### src/design/factorial_trailing_zeros_base_defines.svh
// assertion helpers shared by the design files
`ifndef FACTORIAL_TRAILING_ZEROS_BASE_DEFINES_SVH
`define FACTORIAL_TRAILING_ZEROS_BASE_DEFINES_SVH

// property must hold on every clock edge out of reset
`define FTZ_ASSERT(label, prop, msg) \
  label: assert property (@(posedge clk_i) disable iff (!rst_ni) (prop)) else $error(msg);

// antecedent implies consequent in the next cycle
`define FTZ_ASSERT_NEXT(label, ante, cons, msg) \
  label: assert property (@(posedge clk_i) disable iff (!rst_ni) (ante) |=> (cons)) \
    else $error(msg);

`endif

### src/design/ftz_pkg.sv
package ftz_pkg;

  localparam int unsigned NBitsDefault = 63;
  localparam int unsigned BBitsDefault = 40;

  typedef enum logic [3:0] {
    StIdle,
    StTrialChk,
    StTrialDiv,
    StTrialWait,
    StLegStart,
    StLegDiv,
    StLegWait,
    StExpDiv,
    StExpWait,
    StDone
  } ftz_state_e;

  // divider operand selection
  typedef enum logic [1:0] {
    DivRestByI,
    DivTermByP,
    DivSumByE
  } ftz_div_sel_e;

  typedef struct packed {
    logic         load;
    logic         div_start;
    ftz_div_sel_e div_sel;
    logic         trial_commit;  // rest <- quotient, e++
    logic         trial_next;    // i++
    logic         leg_init;      // term <- n, sum <- 0
    logic         leg_add;       // sum += quotient, term <- quotient
    logic         sel_last;      // prime is the leftover rest
    logic         take_min;      // fold quotient into best
    logic         clr_e;
  } ftz_cmd_t;

  typedef struct packed {
    logic div_busy;
    logic div_done;
    logic rem_zero;
    logic i_sq_le_rest;  // i <= rest / i, i.e. i*i <= rest
    logic rest_ge2;
    logic rest_gt1;
    logic e_nonzero;
    logic p_le_term;     // next Legendre term is nonzero
  } ftz_status_t;

endpackage

### src/design/factorial_trailing_zeros_base.sv
// trailing zeros of n! in base b
// input channel: factorial_arg_i (n) and radix_i (b) with in_valid_i/in_ready_o;
// output channel: zero_count_o with out_valid_o/out_ready_i.
// one item at a time: in_ready_o is high only while the block is idle.
// the base is factored by trial division with a shared bit-serial divider.
// each trial divisor costs one division plus one for each time it divides the
// base, each prime adds its Legendre terms (one division per power of p not
// above n) and one division by the exponent.
// the next item is accepted in the cycle after the result is taken.
// the result is held on zero_count_o with out_valid_o high until taken;
// a stalled receiver simply holds the block, the next item waits.
// reset returns the controller to idle with no result pending.
module factorial_trailing_zeros_base import ftz_pkg::*; #(
  parameter int unsigned N_BITS = NBitsDefault,
  parameter int unsigned B_BITS = BBitsDefault
) (
  input  logic              clk_i,
  input  logic              rst_ni,
  input  logic              in_valid_i,
  output logic              in_ready_o,
  input  logic [N_BITS-1:0] factorial_arg_i,
  input  logic [B_BITS-1:0] radix_i,
  output logic              out_valid_o,
  input  logic              out_ready_i,
  output logic [N_BITS-1:0] zero_count_o
);
  ftz_cmd_t    cmd;
  ftz_status_t status;

  ftz_ctrl u_ctrl (
    .clk_i      (clk_i),
    .rst_ni     (rst_ni),
    .in_valid_i (in_valid_i),
    .in_ready_o (in_ready_o),
    .out_valid_o(out_valid_o),
    .out_ready_i(out_ready_i),
    .status_i   (status),
    .cmd_o      (cmd)
  );

  ftz_datapath #(.NBits(N_BITS), .BBits(B_BITS)) u_dp (
    .clk_i          (clk_i),
    .rst_ni         (rst_ni),
    .factorial_arg_i(factorial_arg_i),
    .radix_i        (radix_i),
    .cmd_i          (cmd),
    .status_o       (status),
    .zero_count_o   (zero_count_o)
  );
endmodule

### src/design/ftz_divider.sv
module ftz_divider import ftz_pkg::*; #(
  parameter int unsigned W = 64
) (
  input  logic         clk_i,
  input  logic         rst_ni,
  input  logic         start_i,
  input  logic [W-1:0] dividend_i,
  input  logic [W-1:0] divisor_i,
  output logic         busy_o,
  output logic         done_o,
  output logic [W-1:0] quot_o,
  output logic [W-1:0] rem_o
);
  localparam int unsigned CW = $clog2(W + 1);

  logic [CW-1:0] cnt_q, cnt_d;
  logic          busy_q, busy_d, done_q, done_d;
  logic [W-1:0]  q_q, q_d, r_q, r_d, dv_q, dv_d;
  logic [W:0]    trial;

  // restoring division, one quotient bit per cycle
  always_comb begin
    cnt_d  = cnt_q;
    busy_d = busy_q;
    done_d = 1'b0;
    q_d    = q_q;
    r_d    = r_q;
    dv_d   = dv_q;
    trial  = {r_q, q_q[W-1]} - {1'b0, dv_q};
    if (start_i && !busy_q) begin
      busy_d = 1'b1;
      cnt_d  = CW'(W);
      q_d    = dividend_i;
      r_d    = '0;
      dv_d   = divisor_i;
    end else if (busy_q) begin
      if (!trial[W]) begin
        r_d = trial[W-1:0];
        q_d = {q_q[W-2:0], 1'b1};
      end else begin
        r_d = {r_q[W-2:0], q_q[W-1]};
        q_d = {q_q[W-2:0], 1'b0};
      end
      cnt_d = cnt_q - CW'(1);
      if (cnt_q == CW'(1)) begin
        busy_d = 1'b0;
        done_d = 1'b1;
      end
    end
  end

  always_ff @(posedge clk_i or negedge rst_ni) begin
    if (!rst_ni) begin
      cnt_q  <= '0;
      busy_q <= 1'b0;
      done_q <= 1'b0;
    end else begin
      cnt_q  <= cnt_d;
      busy_q <= busy_d;
      done_q <= done_d;
    end
  end

  always_ff @(posedge clk_i) begin
    q_q  <= q_d;
    r_q  <= r_d;
    dv_q <= dv_d;
  end

  assign busy_o = busy_q;
  assign done_o = done_q;
  assign quot_o = q_q;
  assign rem_o  = r_q;
endmodule

### src/design/ftz_datapath.sv
module ftz_datapath import ftz_pkg::*; #(
  parameter int unsigned NBits = NBitsDefault,
  parameter int unsigned BBits = BBitsDefault
) (
  input  logic             clk_i,
  input  logic             rst_ni,
  input  logic [NBits-1:0] factorial_arg_i,
  input  logic [BBits-1:0] radix_i,
  input  ftz_cmd_t         cmd_i,
  output ftz_status_t      status_o,
  output logic [NBits-1:0] zero_count_o
);
  `include "factorial_trailing_zeros_base_defines.svh"

  localparam int unsigned W  = (NBits > BBits) ? NBits : BBits;
  localparam int unsigned HB = (BBits + 1) / 2 + 1;  // trial divisor width

  logic [NBits-1:0] n_q, best_q, sum_q;
  logic [BBits-1:0] rest_q, p_q;
  logic [HB-1:0]    i_q;
  logic [BBits-1:0] e_q;
  logic [W-1:0]     term_q;
  logic             have_q;
  logic [W-1:0]     dvd, dvs, quot, rem;
  logic [2*HB-1:0]  isq;

  always_comb begin
    case (cmd_i.div_sel)
      DivRestByI: begin
        dvd = W'(rest_q);
        dvs = W'(i_q);
      end
      DivTermByP: begin
        dvd = term_q;
        dvs = W'(p_q);
      end
      DivSumByE: begin
        dvd = W'(sum_q);
        dvs = W'(e_q);
      end
      default: begin
        dvd = '0;
        dvs = '1;
      end
    endcase
  end

  ftz_divider #(.W(W)) u_div (
    .clk_i     (clk_i),
    .rst_ni    (rst_ni),
    .start_i   (cmd_i.div_start),
    .dividend_i(dvd),
    .divisor_i (dvs),
    .busy_o    (status_o.div_busy),
    .done_o    (status_o.div_done),
    .quot_o    (quot),
    .rem_o     (rem)
  );

  assign isq = (2*HB)'(i_q) * (2*HB)'(i_q);

  always_ff @(posedge clk_i or negedge rst_ni) begin
    if (!rst_ni) begin
      have_q <= 1'b0;
    end else if (cmd_i.load) begin
      have_q <= 1'b0;
    end else if (cmd_i.take_min) begin
      have_q <= 1'b1;
    end
  end

  // floor(n/p^(k+1)) = floor(floor(n/p^k)/p), so each term comes from the one before
  always_ff @(posedge clk_i) begin
    if (cmd_i.load) begin
      n_q    <= factorial_arg_i;
      rest_q <= radix_i;
      i_q    <= HB'(2);
      e_q    <= '0;
      best_q <= '0;
    end
    if (cmd_i.trial_commit) begin
      rest_q <= quot[BBits-1:0];
      e_q    <= e_q + BBits'(1);
    end
    if (cmd_i.trial_next) i_q <= i_q + HB'(1);
    if (cmd_i.clr_e) e_q <= '0;
    if (cmd_i.leg_init) begin
      p_q    <= cmd_i.sel_last ? rest_q : BBits'(i_q);
      term_q <= W'(n_q);
      sum_q  <= '0;
      if (cmd_i.sel_last) e_q <= BBits'(1);
    end
    if (cmd_i.leg_add) begin
      sum_q  <= sum_q + quot[NBits-1:0];
      term_q <= quot;
    end
    if (cmd_i.take_min && (!have_q || quot[NBits-1:0] < best_q))
      best_q <= quot[NBits-1:0];
  end

  assign status_o.rem_zero     = (rem == '0);
  assign status_o.i_sq_le_rest = (isq <= (2*HB)'(rest_q));
  assign status_o.rest_ge2     = (rest_q >= BBits'(2));
  assign status_o.rest_gt1     = (rest_q > BBits'(1));
  assign status_o.e_nonzero    = (e_q != '0);
  assign status_o.p_le_term    = (W'(p_q) <= term_q);
  // best stays zero when the base has no prime factor
  assign zero_count_o          = best_q;

  `FTZ_ASSERT(a_best_le_n, !have_q || best_q <= n_q, "minimum exceeds n")
  `FTZ_ASSERT(a_i_ge2, !cmd_i.div_start || cmd_i.div_sel != DivRestByI || i_q >= HB'(2), "trial divisor below two")
  `FTZ_ASSERT(a_dvs_nz, !cmd_i.div_start || dvs != '0, "division by zero")
endmodule

### src/design/ftz_ctrl.sv
module ftz_ctrl import ftz_pkg::*; (
  input  logic        clk_i,
  input  logic        rst_ni,
  input  logic        in_valid_i,
  output logic        in_ready_o,
  output logic        out_valid_o,
  input  logic        out_ready_i,
  input  ftz_status_t status_i,
  output ftz_cmd_t    cmd_o
);
  `include "factorial_trailing_zeros_base_defines.svh"

  ftz_state_e state_q, state_d;
  logic       last_q, last_d;  // working on the leftover prime

  always_comb begin
    state_d = state_q;
    last_d  = last_q;
    case (state_q)
      StIdle: if (in_valid_i) begin
        state_d = StTrialChk;
        last_d  = 1'b0;
      end
      StTrialChk: begin
        if (!status_i.rest_ge2 && !status_i.e_nonzero) state_d = StDone;
        else if (status_i.i_sq_le_rest) state_d = StTrialDiv;
        else if (status_i.rest_gt1) begin
          last_d  = 1'b1;
          state_d = StLegStart;
        end else state_d = StDone;
      end
      StTrialDiv: state_d = StTrialWait;
      StTrialWait: if (status_i.div_done) begin
        if (status_i.rem_zero) state_d = StTrialDiv;
        else if (status_i.e_nonzero) state_d = StLegStart;
        else state_d = StTrialChk;
      end
      StLegStart: state_d = StLegDiv;
      StLegDiv: state_d = status_i.p_le_term ? StLegWait : StExpDiv;
      StLegWait: if (status_i.div_done) state_d = StLegDiv;
      StExpDiv: state_d = StExpWait;
      StExpWait: if (status_i.div_done) state_d = last_q ? StDone : StTrialChk;
      StDone: if (out_ready_i) state_d = StIdle;
      default: state_d = StIdle;
    endcase
  end

  always_comb begin
    cmd_o            = '0;
    cmd_o.div_sel    = DivRestByI;
    cmd_o.sel_last   = last_q;
    in_ready_o       = 1'b0;
    out_valid_o      = 1'b0;
    case (state_q)
      StIdle: begin
        in_ready_o = 1'b1;
        cmd_o.load = in_valid_i;
      end
      StTrialDiv: cmd_o.div_start = 1'b1;
      StTrialWait: if (status_i.div_done) begin
        if (status_i.rem_zero) cmd_o.trial_commit = 1'b1;
        else if (!status_i.e_nonzero) cmd_o.trial_next = 1'b1;
      end
      StLegStart: cmd_o.leg_init = 1'b1;
      StLegDiv: begin
        cmd_o.div_sel   = DivTermByP;
        cmd_o.div_start = status_i.p_le_term;
      end
      StLegWait: begin
        cmd_o.div_sel = DivTermByP;
        cmd_o.leg_add = status_i.div_done;
      end
      StExpDiv: begin
        cmd_o.div_sel   = DivSumByE;
        cmd_o.div_start = 1'b1;
      end
      StExpWait: begin
        cmd_o.div_sel = DivSumByE;
        if (status_i.div_done) begin
          cmd_o.take_min   = 1'b1;
          cmd_o.clr_e      = 1'b1;
          cmd_o.trial_next = !last_q;
        end
      end
      StDone: out_valid_o = 1'b1;
      default: ;
    endcase
  end

  always_ff @(posedge clk_i or negedge rst_ni) begin
    if (!rst_ni) begin
      state_q <= StIdle;
      last_q  <= 1'b0;
    end else begin
      state_q <= state_d;
      last_q  <= last_d;
    end
  end

  `FTZ_ASSERT(a_excl, !(in_ready_o && out_valid_o), "ready while result pending")
  `FTZ_ASSERT_NEXT(a_hold, out_valid_o && !out_ready_i, out_valid_o, "result dropped")
  `FTZ_ASSERT(a_start_idle, !cmd_o.div_start || !status_i.div_busy, "divider restarted")
endmodule
### config.mk
export PLATFORM = sky130hd
export DESIGN_NAME = factorial_trailing_zeros_base
export DESIGN_NICKNAME = d
export VERILOG_FILES = /design/src/design/ftz_pkg.sv /design/src/design/factorial_trailing_zeros_base.sv /design/src/design/ftz_divider.sv /design/src/design/ftz_datapath.sv /design/src/design/ftz_ctrl.sv
export VERILOG_INCLUDE_DIRS = /design/src /design/src/design
export SDC_FILE = /design/constraint.sdc
export NUM_CORES = 2
export LEC_CHECK = 0
export ABC_AREA = 1
export BUFFER_PORTS_ARGS = -buffer_cell sky130_fd_sc_hd__buf_2
export CORE_AREA = 3 3 299 301
export CTS_CLUSTER_DIAMETER = 150
export DETAILED_ROUTE_END_ITERATION = 10
export DIE_AREA = 0 0 302 304
export PLACE_DENSITY = 0.85
export SETUP_SLACK_MARGIN = 0.2
export SYNTH_ARGS = -nofsm -noshare
export SYNTH_HDL_FRONTEND = slang
export SYNTH_SLANG_ARGS = --single-unit
### constraint.sdc
create_clock -name clk_i -period 8.2 [get_ports clk_i]
set_clock_uncertainty 0.1 [all_clocks]
set_input_delay 1.23 -clock clk_i [delete_from_list [all_inputs] [get_ports clk_i]]
set_output_delay 1.23 -clock clk_i [all_outputs]
set_load 0.01 [all_outputs]
* Yosys cells after proc, flatten, opt, wreduce, memory -nomap -nowiden
Index checks and enable logic that the tools add are counted.
Word-level totals: input port bits 107, flip-flop bits (word level) 596, output and inout port bits 65, word-level logic and storage cells 140
Cells by class: $mul 1, add/sub/neg operators 5, muxes and demuxes 66, order comparisons 5, reduce and logical (&&, ||, !) cells 25, equal/unequal tests 20
Operators with widths (number):
- 2-to-1 mux 63 bit | 9
- case mux 63 bit (3 select lines) | 2
- 2-to-1 mux 40 bit | 7
- subtractor 64 x 63 -> 64 bit | 1
- adder 63 bit | 1
- less-or-equal comparator 40 x 63 -> 1 bit | 1
- zero test 63 bit | 1
- less-than comparator 63 bit | 1
- 2-to-1 mux 21 bit | 3
- less-or-equal comparator 42 x 40 -> 1 bit | 1
- multiplier 21 x 21 -> 42 bit | 1
- adder 40 x 1 -> 40 bit, second input constant | 1
- >= comparator 40 x 2 -> 1 bit, second input constant | 1
- greater-than comparator 40 x 1 -> 1 bit, second input constant | 1
- 2-to-1 mux 4 bit | 10
- case mux 4 bit (10 select lines) | 1
- nonzero test 40 bit | 1
- 2-to-1 mux 1 bit | 24
- adder 21 x 1 -> 21 bit, second input constant | 1
- equality test 4 x 3 -> 1 bit, second input constant | 4
- nonzero test 2 bit | 7
- 2-to-1 mux 6 bit | 2
- != test 2 bit, second input constant | 5
- AND reduction 5 bit | 2
- 18 further kinds | 34

* Longest topological paths before layout
word-level depth 9, depth in mapped cells 45, gate-level depth less buffers 43

* Modules after synthesis
A second synthesis with hierarchy kept.
Second synthesis, totals: cell total of the unflattened synthesis 7556, area, all modules 54852.6 µm²
Modules (own cells, without submodules):
- ftz_datapath | area each 39969.6 µm², instances 1, sequential area each 11426.0 µm², cells an instance 5182
- ftz_divider | area each 14337.5 µm², instances 1, sequential area each 5245.0 µm², cells an instance 2280
- ftz_ctrl | area each 545.5 µm², instances 1, sequential area each 125.1 µm², cells an instance 94

* Worst setup path before layout
Ideal clock, no wire load.
kind reg2reg, from reg u_dp.i_q[11], to reg u_ctrl.last_q, clock period less this slack 7.811 ns, arrival 7.501 ns, setup time 0.210 ns, buffers on the path 2, path slack 0.389 ns, stages on the path, launching flop included 37, data required time 7.890 ns, cells stage by stage edfxtp_1 > clkbuf_1 > clkbuf_1 > nand2_1 > fa_1 > inv_1 > fa_1 > inv_1 > fa_1 > inv_1 > fa_1 > fa_1 > fa_1 > inv_1 > fa_1 > inv_1 > ha_1 > nand2_1 > nand2_1 > a31oi_1 > nand2_1 > nand2_1 > nand3_1 > a21o_1 > a21oi_1 > nor2_1 > nor2_1 > xnor2_1 > ha_1 > a21oi_1 > o21ai_0 > a221oi_1 > nand2_1 > nand2_1 > nand3_1 > nand3_1 > a21oi_1
On the way: longest elaborated chain between the ends 4
Ends and longest elaborated chain:
- from (decl) | RTL line ftz_datapath.sv:20 | logic [HB-1:0] i_q;
- from (signal assigned) | RTL line ftz_datapath.sv:85 | if (cmd_i.trial_next) i_q <= i_q + HB'(1);
- multiplier 21 x 21 -> 42 bit | RTL line ftz_datapath.sv:60 | assign isq = (2*HB)'(i_q) * (2*HB)'(i_q);
- less-or-equal comparator 42 x 40 -> 1 bit | RTL line ftz_datapath.sv:102 | assign status_o.i_sq_le_rest = (isq <= (2*HB)'(rest_q));
- != test 2 bit (no source line)
- AND reduction 5 bit (no source line)
- to (signal assigned) | RTL line ftz_ctrl.sv:96 | last_q <= last_d;
- to (decl) | RTL line ftz_ctrl.sv:14 | logic last_q, last_d;
No other way between the ends. A chain may end at the register's enable or synchronous reset.

* Worst setup path after layout
from reg u_dp.i_q[9], to reg u_ctrl.state_q[3]
On the way: longest elaborated chain between the ends 5
Ends and longest elaborated chain:
- multiplier 21 x 21 -> 42 bit | RTL line ftz_datapath.sv:60
- less-or-equal comparator 42 x 40 -> 1 bit | RTL line ftz_datapath.sv:102
- 2-to-1 mux 4 bit | RTL line ftz_ctrl.sv:26 | else if (status_i.i_sq_le_rest) state_d = StTrialDiv;
- 2-to-1 mux 4 bit | RTL line ftz_ctrl.sv:25 | if (!status_i.rest_ge2 && !status_i.e_nonzero) state_d = StDone;
- case mux 4 bit (10 select lines) | RTL line ftz_ctrl.sv:19 | case (state_q)
- to (signal assigned) | RTL line ftz_ctrl.sv:92 | state_q <= StIdle;
- to (signal assigned) | RTL line ftz_ctrl.sv:95 | state_q <= state_d;
- to (decl) | RTL line ftz_ctrl.sv:13 | ftz_state_e state_q, state_d;
No other way between the ends.

==> out/qor.yml <==
min_period_over_period: 0.952
first_global_vias: 44600
drcViolationCount: 0
synth-main-ff-cell: "edfxtp_1"
rows: 108
die_x_um: 302
path_class: "flop to flop"
gr-total-overflow: 0
cts_tree: "done"
initial_detailed_routing_violation_count: 5749
drt_first_pass_iters: 8
crit_top_cell: "nand2_1"
grt_max_degree: 108
warnings_synthesis: 0
worst_hold_path_type: "flop to flop"
power_density_mw_per_mm2: 111
cpLargestDelayFamily: "adder cells"
netSwitchingFraction: 0.217
slew_headroom: 0.230
layout_min_cycle_time_ns: 7.81
synth_cell_type_count: 59
hold_buffers: 0
commonest_non_fill_non_tap_cell_in_the_layout: "nand2_1"
grt_pass1_wl_um: 253000
layout_common_cells: "nand2_1, inv_1, nor2_1, edfxtp_1, ha_1"
number_of_nets_in_the_synthesized_netlist: 7280
finalHoldViolCount: 0
outcome: "complete, no violations"
clkTransAtPathRegs_ns: 0.06
design.core.area_mm2: 0.0869
max-cap-violations: 0
clockPowerShare: 0.493
root_buffer_cell: "clkbuf_16"
data_arrival_critical_path_ns: 8.24
drt-vias-per-instance: 5.88
final_layout_size_suffix_gt1_frac: 0.0904
achievable-frequency_ghz: 0.128
detail_route.wl_per_cell_um: 21.4
setup_tns_ns: 0
cp_max_fo: 5
floorplan.die_area_mm2: 0.0918
syn_area_per_cell_um2: 7.85
seq_area_frac_synth: 0.320
boundaryPins: 172
final_nets: 7476
combPwrFrac: 0.007
final-setup-viol-count: 0
worst_setup_path_end_kind: "flop"
area_delta_synth_final_pct: 11.2
vdd_ir_drop_max_uv: 184
crit_path_top_delay_cell: "fa_1"
wl_um: 167000
utilization: 0.646
hpwlAfterDp_um: 130000
cts_htree_levels: 3
crit_path_start_kind: "flop"
route.antenna.remaining_nets: 0
antenna_found_initial: 2
synth_area_mm2: 0.0505
cts_made_buffers: 66
post_synth_inst_count: 6429
total_leakage_power_nw: 27.4
cell_internal_pwr_mw: 4.86
asyncSetResetFlopFracSynth: 0.0244
start_util: 0.581
rd_place_congestion: 1.05
cts_buffer_depth: 3
path_buf_inv: 8
detailroute.via_count: 46000
gr-usage-all-layers: 0.356
postSynthRegisterBits: 574
clkSinkCount: 574
drv_slew: 0
grt_setup_unrepaired: "no"
critical_path_required_ns: 8.63
floorplan.die.height_um: 304
clk-insertion-delay-late_ns: 0.64
seq_power_share: 0.501
port_buffers: 171
cp_slowest_stage_delay_ns: 0.59
post_synth_edffs: 457
worst_pin_slew_ns: 1.15
p_sw_mw: 1.35
[synth_stat cells, drive strengths merged (30+ instances only)]
master,count,share of area
a211oi,30,0.0045
a21oi,383,0.038
a221oi,40,0.0069
buf,59,0.0068
clkbuf,108,0.0080
dfxtp,103,0.041
edfxtp,457,0.27
fa,319,0.13
ha,425,0.11
inv,1284,0.095
nand2,1487,0.11
nand3,222,0.022
nand4,74,0.0092
nor2,604,0.046
nor3,69,0.0071
nor4,40,0.0051
o21ai,420,0.042
xnor2,55,0.0095
xor2,49,0.0085
[cell families after synthesis]
family	synth area share
buffers and inverters	0.110
and+or+nand+nor	0.205
DFF	0.320
xor gates and xnor gates	0.0180
AOI/OAI and AO/OA	0.115
muxes	0.000223
adders and majority gates	0.232
other	0.0000743
[power groups by stage]
stage / logic (mW) / clock network (mW) / registers, mW
after floorplan: 0.00712 / 0 / 3.17
after global placement: 0.0407 / 0 / 3.17
after detailed placement: 0.0416 / 0 / 3.17
after CTS: 0.0419 / 3.08 / 3.11
after global routing: 0.0465 / 3.19 / 3.11
final: 0.0427 / 3.06 / 3.11
[metal layers]
layer | up-vias | GRT usage | routed length [µm]
met5 | - | 0 | 0
met4 | 0 | 0.128 | 6790
met3 | 426 | 0.0733 | 20400
met2 | 2708 | 0.537 | 73100
met1 | 21800 | 0.508 | 67000
li1 | 21100 | - | -
[worst paths after layout]
check / startpoint / end / slack [ns] / cells past startpoint
max: u_dp.i_q[9] / u_ctrl.state_q[3] / 0.39 / 38
min: u_dp.u_div.rem_o[46] / u_dp.u_div.rem_o[46] / 0.37 / 2
max reg2reg: u_dp.i_q[9] / u_ctrl.state_q[3] / 0.39 / 38
min reg2reg: u_dp.u_div.rem_o[46] / u_dp.u_div.rem_o[46] / 0.37 / 2
max in group asynchronous: rst_ni / u_dp.u_div.busy_o / 7.27 / 1
min in group asynchronous: rst_ni / u_dp.have_q / 0.41 / 1
[worst reg2reg max path: cells and delay by family (launching register included)]
kind / cells / cell delay (ns)
buffers and inverters: 8 / 0.67
and+or+nand+nor: 14 / 1.18
AOI/OAI and AO/OA: 6 / 0.71
xor gates and xnor gates: 1 / 0.28
adders and majority gates: 9 / 4.26
DFF: 1 / 0.49
[registers in the layout, summed over array words and instances, names as in the netlist]
signal             count
u_dp.u_div.done_o      1
u_dp.u_div.busy_o      1
u_dp.n_q              63
u_dp.u_div.rem_o      63
u_dp.u_div.dv_q       41
u_dp.zero_count_o     63
u_dp.i_q              21
u_dp.u_div.cnt_q       6
u_dp.e_q              40
u_dp.sum_q            63
u_dp.have_q            1
u_dp.u_div.quot_o     63
u_dp.rest_q           40
u_ctrl.last_q          1
u_dp.term_q           63
u_ctrl.state_q         4
u_dp.p_q              40
[timing repair]
item / in CTS / in global routing
setup endpoints to repair: 5 / 5
pin swaps: 1 / 104
resized for setup: 8 / 192
cloned: 0 / 3
setup buffers: 7 / 43
endpoints found under the hold margin: 0 / 0
[stage by stage]
| stage | power, mW | setup slack, ns | std cells | cell area (µm²) | hold WS [ns] |
|---|---|---|---|---|---|
| after floorplan | 3.18 | 0.389 | 6429 | 50500 | 0.336 |
| after global placement | 3.21 | 0.238 | 7659 | 52700 | 0.348 |
| after detailed placement | 3.21 | 0.0677 | 7659 | 52700 | 0.355 |
| after CTS | 6.23 | 0.205 | 7787 | 55000 | 0.363 |
| after global routing | 6.34 | 0.118 | 7833 | 56100 | 0.389 |
| final | 6.21 | 0.393 | 7834 | 56100 | 0.369 |
[final cells by class]
class / instances / area, µm²
Antenna cell: 1 / 2.50
Clock buffer: 81 / 1780
Clock inverter: 40 / 430
Fill cell: 7279 / 30800
Inverter: 1284 / 4820
Multi-Input combinational cell: 4404 / 29500
Sequential cell: 574 / 16100
Tap cell: 1155 / 1450
Timing Repair Buffer: 295 / 1950
Power figures use the tool's default switching activity.
